[config.mk]
export PLATFORM = sky130hd
export DESIGN_NAME = utf8_stream_decoder
export DESIGN_NICKNAME = d
export VERILOG_FILES = /design/src/rtl/utf8_sd_pkg.sv /design/src/rtl/utf8_sd_core.sv /design/src/rtl/utf8_sd_queue.sv /design/src/rtl/utf8_stream_decoder.sv
export VERILOG_INCLUDE_DIRS = /design/src /design/src/rtl
export SDC_FILE = /design/constraint.sdc
export NUM_CORES = 1
export LEC_CHECK = 0
export ABC_CLOCK_PERIOD_IN_PS = 6600
export BUFFER_PORTS_ARGS = -buffer_cell sky130_fd_sc_hd__buf_2
export CORE_MARGIN = 2
export CORE_UTILIZATION = 55
export DETAILED_ROUTE_END_ITERATION = 10
export HOLD_SLACK_MARGIN = 0.12
export PLACE_DENSITY = 0.81
export SYNTH_ARGS = -nofsm -noshare
export SYNTH_HDL_FRONTEND = slang
export SYNTH_SLANG_ARGS = --single-unit
[constraint.sdc]
create_clock -name clock -period 6.6 [get_ports clock]
set_input_delay 1.32 -clock clock [delete_from_list [all_inputs] [get_ports clock]]
set_output_delay 1.32 -clock clock [all_outputs]
set_load 0.01 [all_outputs]
[src/rtl/utf8_stream_decoder_assert.svh]
// Assertion macros used by the decoder top module.
`ifndef UTF8_STREAM_DECODER_ASSERT_SVH
`define UTF8_STREAM_DECODER_ASSERT_SVH

// Condition that must hold at every clock edge outside reset.
`define UTF8SD_ALWAYS(lbl, cond) \
   lbl: assert property (@(posedge clock) disable iff (reset) (cond)) \
      else $error("utf8 decoder check failed");

// Consequence that must hold in the same cycle as the antecedent.
`define UTF8SD_SAME(lbl, ante, cons) \
   lbl: assert property (@(posedge clock) disable iff (reset) (ante) |-> (cons)) \
      else $error("utf8 decoder check failed");

// Consequence that must hold in the cycle after the antecedent.
`define UTF8SD_NEXT(lbl, ante, cons) \
   lbl: assert property (@(posedge clock) disable iff (reset) (ante) |=> (cons)) \
      else $error("utf8 decoder check failed");

`endif

[src/rtl/utf8_sd_pkg.sv]
package utf8_sd_pkg;

   localparam int CP_W        = 21;
   localparam int LEN_W       = 3;
   localparam int QUEUE_DEPTH = 4;
   localparam int QIDX_W      = $clog2(QUEUE_DEPTH);
   localparam int QCNT_W      = $clog2(QUEUE_DEPTH + 1);

   localparam logic [CP_W-1:0] REPLACEMENT_CP = 21'h00FFFD;

   localparam logic [7:0] CONT_MASK  = 8'hC0;
   localparam logic [7:0] CONT_CODE  = 8'h80;
   localparam logic [7:0] LEAD2_MASK = 8'hE0;
   localparam logic [7:0] LEAD2_CODE = 8'hC0;
   localparam logic [7:0] LEAD3_MASK = 8'hF0;
   localparam logic [7:0] LEAD3_CODE = 8'hE0;
   localparam logic [7:0] LEAD4_MASK = 8'hF8;
   localparam logic [7:0] LEAD4_CODE = 8'hF0;
   localparam logic [7:0] LEAD2_BITS = 8'h1F;
   localparam logic [7:0] LEAD3_BITS = 8'h0F;
   localparam logic [7:0] LEAD4_BITS = 8'h07;
   localparam logic [7:0] CONT_BITS  = 8'h3F;

   localparam logic [LEN_W-1:0] LEN_ONE   = 3'd1;
   localparam logic [LEN_W-1:0] LEN_TWO   = 3'd2;
   localparam logic [LEN_W-1:0] LEN_THREE = 3'd3;
   localparam logic [LEN_W-1:0] LEN_FOUR  = 3'd4;

   typedef struct packed {
      logic [7:0] text_byte;
      logic       is_final_byte;
   } in_type;

   typedef struct packed {
      logic [CP_W-1:0]  code_point;
      logic [LEN_W-1:0] bytes_used;
      logic             malformed;
      logic             run_last;
      logic             text_done;
   } out_type;

   typedef struct packed {
      logic [CP_W-1:0]  partial_value;
      logic [LEN_W-1:0] expected_length;
      logic [LEN_W-1:0] bytes_seen;
   } state_type;

   typedef struct packed {
      logic [1:0]        count;
      out_type [1:0]     results;
   } push_type;

   typedef struct packed {
      logic [QCNT_W-1:0] count;
   } queue_status_type;

   function automatic out_type make_result(input logic [CP_W-1:0] cp,
                                           input logic [LEN_W-1:0] used,
                                           input logic bad);
      out_type r;
      r.code_point = cp;
      r.bytes_used = used;
      r.malformed  = bad;
      r.run_last   = 1'b0;
      r.text_done  = 1'b0;
      return r;
   endfunction

endpackage

[src/rtl/utf8_sd_core.sv]
module utf8_sd_core
   import utf8_sd_pkg::*;
(
   input  logic      clock,
   input  logic      reset,
   input  logic      accept,
   input  in_type    item,
   output push_type  push,
   output state_type state
);

   state_type  state_ff;
   state_type  state_in;
   logic [7:0] b;
   logic       fin;
   logic       do_lead;
   logic [1:0] n;
   out_type [1:0] res;
   logic [CP_W-1:0]  pv;
   logic [LEN_W-1:0] el;
   logic [LEN_W-1:0] sn;

   assign b   = item.text_byte;
   assign fin = item.is_final_byte;

   always_comb begin
      pv      = state_ff.partial_value;
      el      = state_ff.expected_length;
      sn      = state_ff.bytes_seen;
      n       = 2'd0;
      res     = '0;
      do_lead = 1'b0;

      if (el != '0) begin
         if ((b & CONT_MASK) == CONT_CODE) begin
            pv = {pv[CP_W-7:0], b[5:0] & CONT_BITS[5:0]};
            sn = sn + LEN_ONE;
            if (sn >= el) begin
               res[n[0]] = make_result(pv, sn, 1'b0);
               n  = n + 2'd1;
               pv = '0;
               el = '0;
               sn = '0;
            end
         end else begin
            res[n[0]] = make_result(REPLACEMENT_CP, sn, 1'b1);
            n       = n + 2'd1;
            pv      = '0;
            el      = '0;
            sn      = '0;
            do_lead = 1'b1;
         end
      end else begin
         do_lead = 1'b1;
      end

      if (do_lead) begin
         if (!b[7]) begin
            res[n[0]] = make_result(CP_W'(b), LEN_ONE, 1'b0);
            n = n + 2'd1;
         end else if ((b & LEAD2_MASK) == LEAD2_CODE) begin
            pv = CP_W'(b & LEAD2_BITS);
            el = LEN_TWO;
            sn = LEN_ONE;
         end else if ((b & LEAD3_MASK) == LEAD3_CODE) begin
            pv = CP_W'(b & LEAD3_BITS);
            el = LEN_THREE;
            sn = LEN_ONE;
         end else if ((b & LEAD4_MASK) == LEAD4_CODE) begin
            pv = CP_W'(b & LEAD4_BITS);
            el = LEN_FOUR;
            sn = LEN_ONE;
         end else begin
            res[n[0]] = make_result(REPLACEMENT_CP, LEN_ONE, 1'b1);
            n = n + 2'd1;
         end
      end

      if (fin && (el != '0)) begin
         res[n[0]] = make_result(REPLACEMENT_CP, sn, 1'b1);
         n  = n + 2'd1;
         pv = '0;
         el = '0;
         sn = '0;
      end

      if (n != 2'd0) begin
         res[~n[0]].run_last  = 1'b1;
         res[~n[0]].text_done = fin;
      end

      state_in.partial_value   = pv;
      state_in.expected_length = el;
      state_in.bytes_seen      = sn;
      push.count   = accept ? n : 2'd0;
      push.results = res;
   end

   always_ff @(posedge clock) begin
      if (reset) begin
         state_ff <= '0;
      end else if (accept) begin
         state_ff <= state_in;
      end
   end

   assign state = state_ff;

endmodule

[src/rtl/utf8_sd_queue.sv]
module utf8_sd_queue
   import utf8_sd_pkg::*;
(
   input  logic             clock,
   input  logic             reset,
   input  push_type         push,
   input  logic             pop,
   output out_type          head,
   output queue_status_type status
);

   out_type           qmem_ff [QUEUE_DEPTH];
   logic [QIDX_W-1:0] wr_ptr_ff;
   logic [QIDX_W-1:0] wr_ptr_in;
   logic [QIDX_W-1:0] wr_next;
   logic [QIDX_W-1:0] rd_ptr_ff;
   logic [QIDX_W-1:0] rd_ptr_in;
   logic [QCNT_W-1:0] count_ff;
   logic [QCNT_W-1:0] count_in;

   assign wr_next   = wr_ptr_ff + QIDX_W'(1);
   assign wr_ptr_in = wr_ptr_ff + QIDX_W'(push.count);
   assign rd_ptr_in = pop ? rd_ptr_ff + QIDX_W'(1) : rd_ptr_ff;
   assign count_in  = count_ff + QCNT_W'(push.count) - QCNT_W'(pop);

   always_ff @(posedge clock) begin
      if (push.count != 2'd0) begin
         qmem_ff[wr_ptr_ff] <= push.results[0];
      end
      if (push.count == 2'd2) begin
         qmem_ff[wr_next] <= push.results[1];
      end
   end

   always_ff @(posedge clock) begin
      if (reset) begin
         wr_ptr_ff <= '0;
         rd_ptr_ff <= '0;
         count_ff  <= '0;
      end else begin
         wr_ptr_ff <= wr_ptr_in;
         rd_ptr_ff <= rd_ptr_in;
         count_ff  <= count_in;
      end
   end

   assign head         = qmem_ff[rd_ptr_ff];
   assign status.count = count_ff;

endmodule

[src/rtl/utf8_stream_decoder.sv]
// Channel   Direction  Payload   Handshake
// req_      in         in_type   req_valid / req_stall
// rsp_      out        out_type  rsp_valid / rsp_stall
//
// One byte is taken per cycle while req_stall is low; its results are written to a
// four-entry result queue in the same cycle and can leave from the next cycle on.
// The result side moves one code point per cycle while rsp_stall is low; a byte with
// two results fills two slots, and req_stall rises when fewer than two are free.
// Reset is synchronous and closes any open sequence and empties the queue.
`include "utf8_stream_decoder_assert.svh"

module utf8_stream_decoder
   import utf8_sd_pkg::*;
(
   input  logic    clock,
   input  logic    reset,
   input  logic    req_valid,
   output logic    req_stall,
   input  in_type  req_data,
   output logic    rsp_valid,
   input  logic    rsp_stall,
   output out_type rsp_data
);

   logic             accept;
   logic             pop;
   push_type         push;
   state_type        state;
   queue_status_type qstat;

   assign req_stall = qstat.count > QCNT_W'(QUEUE_DEPTH - 2);
   assign accept    = req_valid && !req_stall;
   assign rsp_valid = qstat.count != '0;
   assign pop       = rsp_valid && !rsp_stall;

   utf8_sd_core u_core (
      .clock  (clock),
      .reset  (reset),
      .accept (accept),
      .item   (req_data),
      .push   (push),
      .state  (state)
   );

   utf8_sd_queue u_queue (
      .clock  (clock),
      .reset  (reset),
      .push   (push),
      .pop    (pop),
      .head   (rsp_data),
      .status (qstat)
   );

   `UTF8SD_ALWAYS(a_queue_bound, qstat.count <= QCNT_W'(QUEUE_DEPTH))
   `UTF8SD_SAME(a_seen_nonzero, state.expected_length != '0, state.bytes_seen != '0)
   `UTF8SD_SAME(a_seen_low, state.expected_length != '0, state.bytes_seen < state.expected_length)
   `UTF8SD_NEXT(a_final_closes, accept && req_data.is_final_byte, state.expected_length == '0)
   `UTF8SD_SAME(a_bad_is_fffd, rsp_valid && rsp_data.malformed, rsp_data.code_point == REPLACEMENT_CP)

endmodule

==> results_dict.tcl <==
set metrics [dict create \
    area_growth_pct 13.4 \
    path_max_fanout 22 \
    synthTopCellsByCount "108 x edfxtp_1, 71 x a21oi_1, 31 x nor2_1, 30 x dfxtp_1, 28 x nand2_1" \
    drtAntennaViolNets 0 \
    firstDrtPassIters 7 \
    maxSlewViolCount 0 \
    whs_ns 0.493 \
    drt_iter0_drc 621 \
    cap_violations 0 \
    hp-class "reg2reg" \
    grt.total_usage_pct 25.7 \
    worstPathRequired_ns 6.70 \
    synthesis.nets 562 \
    viasPerCell 6.41 \
    drive_gt1_share_pct 22.3 \
    setup_viol 0 \
    hold_viol_final 0 \
    post_cts_resized 0 \
    ir_worst_vdd_mv 0.158 \
    die_y_um 115 \
    cp-end-kind "flip-flop" \
    synth_top_flop_cell "edfxtp_1" \
    worstPathArrival_ns 5.48 \
    ff2ff_path_depth 15 \
    dp_hpwl_um 10700 \
    io_buffer_count 41 \
    rsz0062_at_grt "no" \
    avgSynthCellArea_um2 12.6 \
    register_area_um2 3840 \
    initial_core_util_pct 56.5 \
    synth_seq_cells 138 \
    worst_pin_slew_ns 1.02 \
    grt_pass1_wl_um 25100 \
    fin_skew_ns 0.0101 \
    dp_cells 697 \
    dpl_worst_slack_ns 1.32 \
    synth_edf_count 108 \
    clock_power_share_pct 36.5 \
    crit_path_start_kind "flip-flop" \
    cts_buffer_depth 2 \
    status "completed" \
    worst-r2r-setup-slack_ns 1.22 \
    netlist_instances 539 \
    grt_start_max_net_pins 28 \
    yosysWarnings 0 \
    synth-seq-area-share_pct 56.6 \
    avgRoutedWirePerCell_um 21.9 \
    fin_setup_tns_ns 0 \
    setup.worst_path.class "reg2reg" \
    root_buffer "clkbuf_16" \
    switchingPower_mw 0.734 \
    cts_tree "yes" \
    vias 4672 \
    p_int_mw 1.94 \
    first_global_vias 4589 \
    synth_cell_types 54 \
    place.gp.congestion 0.971 \
    multiInputGateArea_um2 2770 \
    fin_nets 592 \
    numCtsBuffers 17 \
    grt-ovfl-total 0 \
    leakagePower_nw 2.78 \
    instances_no_fill 729 \
    dieArea_um2 13200 \
    p_seq_share_pct 41.8 \
    p_comb_share_pct 21.7 \
    synth.most_common_cell "edfxtp_1" \
    cts_hold_buf 0 \
    synth_area_leaders "edfxtp_1 48%, mux4_2 9.0%, dfxtp_1 8.8%" \
    insertion_delay_ns 0.42 \
    synth_top_area_share_pct 47.8 \
    io_pins 42 \
    diodes 0 \
    min_period_over_period_pct 81.5 \
    grt_antenna_before_repair 0 \
    fmax_mhz 186 \
    period_minus_slack_ns 5.38 \
    clkSinkCount 138 \
    clk_pin_slew_worst_paths_ns 0.05 \
    wirelength_um 16000 \
    syn_area_um2 6790 \
    p_per_area_nw_per_um2 348 \
    num_rows 40 \
    relSlewSlack_pct 32.3 \
    cts-htree-levels 4 \
    async_reset_ff_share_pct 0 \
    chipWidth_um 115 \
    core_area_um2 12000 \
    postCtsSetupRepairBufs 0 \
    synth_top_cell_by_area "edfxtp_1" \
    swShare_pct 27.4 \
    setup_slack_ns 1.22 \
    min_path_cells 2 \
    fillers 869 \
    drc 0 \
]
## power by group through the flow
stage	registers (mW)	logic, mW	clock network, mW
after CTS	1.12	0.582	0.980
after global routing	1.13	0.629	1.01
after floorplan	1.09	0.437	0
after detailed placement	1.14	0.577	0
final	1.12	0.580	0.976
after global placement	1.14	0.563	0
## per-stage QoR
stage	util [%]	power [mW]	instance area [um^2]
final	64.1	2.68	7700
after global routing	64.1	2.78	7700
after CTS	64.1	2.68	7700
after detailed placement	59.0	1.72	7090
after global placement	59.0	1.70	7090
after floorplan	-	1.53	6790
## placed cells by master, fill, tap and decap left out, types with 7 or more instances in the layout
cell / Yosys / layout
ha_1: 9 / 9
a21oi_1: 71 / 71
nand3_1: 8 / 8
nor2b_1: 14 / 14
o21ai_0: 18 / 16
buf_2: 7 / 41
and2_1: 23 / 23
mux4_2: 27 / 27
inv_1: 10 / 10
a22oi_1: 7 / 7
nor2_1: 31 / 31
clkbuf_16: 0 / 17
nand2_1: 28 / 28
mux2_2: 13 / 13
a21o_1: 11 / 11
a22o_1: 11 / 11
edfxtp_1: 108 / 108
mux2i_1: 11 / 11
dfxtp_1: 30 / 29
## worst paths after layout
check / start / to
setup / recovery: u_core.state[0]$_SDFFE_PP0P_ / u_queue.qmem_ff[2][10]$_DFFE_PP_
hold / removal: u_core.state[9]$_SDFFE_PP0P_ / u_core.state[9]$_SDFFE_PP0P_
setup reg to reg: u_core.state[0]$_SDFFE_PP0P_ / u_queue.qmem_ff[2][10]$_DFFE_PP_
hold reg to reg: u_core.state[9]$_SDFFE_PP0P_ / u_core.state[9]$_SDFFE_PP0P_
## cell type report
class                      instances  share of cell area (%)
sequential                       138                    50.0
multi-input combinational        355                    36.0
clock buffer                      17                    5.53
timing repair buffer              47                    3.25
tap                              147                    2.39
clock inverter                    15                    2.36
inverter                          10                   0.488
## flip-flops by register name, summed over array words and instances (netlist names), named ones only
name,count
u_queue.wr_ptr_ff,2
u_core.state,21
u_queue.rd_ptr_ff,2
u_queue.status,3
u_queue.qmem_ff,108
## layer usage
layer,global-route usage (%),wire length [um],up-vias
li1,-,-,2124
met1,33.4,6580,2302
met2,42.0,7890,215
met3,5.96,1170,31
met4,10.6,345,0
met5,0,0,-
## worst max-delay path, stage by stage, from the launching register on
cell	delay (ns)
dfxtp_1	0.37
ha_1	0.25
nor2b_1	0.16
or2_2	0.30
ha_1	0.30
a21oi_1	0.27
o21a_1	0.50
a21oi_1	0.14
ha_1	0.33
nand2b_1	0.10
mux2i_1	0.09
a211o_1	0.33
or3_1	0.60
a21o_1	0.57
o21ai_2	0.37
buf_4	0.37
## cell families after synthesis
group,synth area share [%]
AOI/OAI and AO/OA,14.2
xor gates and xnor gates,1.03
adders and majority gates,1.95
buffers and inverters,2.95
DFF,56.6
muxes,13.4
and+or+nand+nor,9.79
No activity file was read; power rests on OpenSTA's default activity.
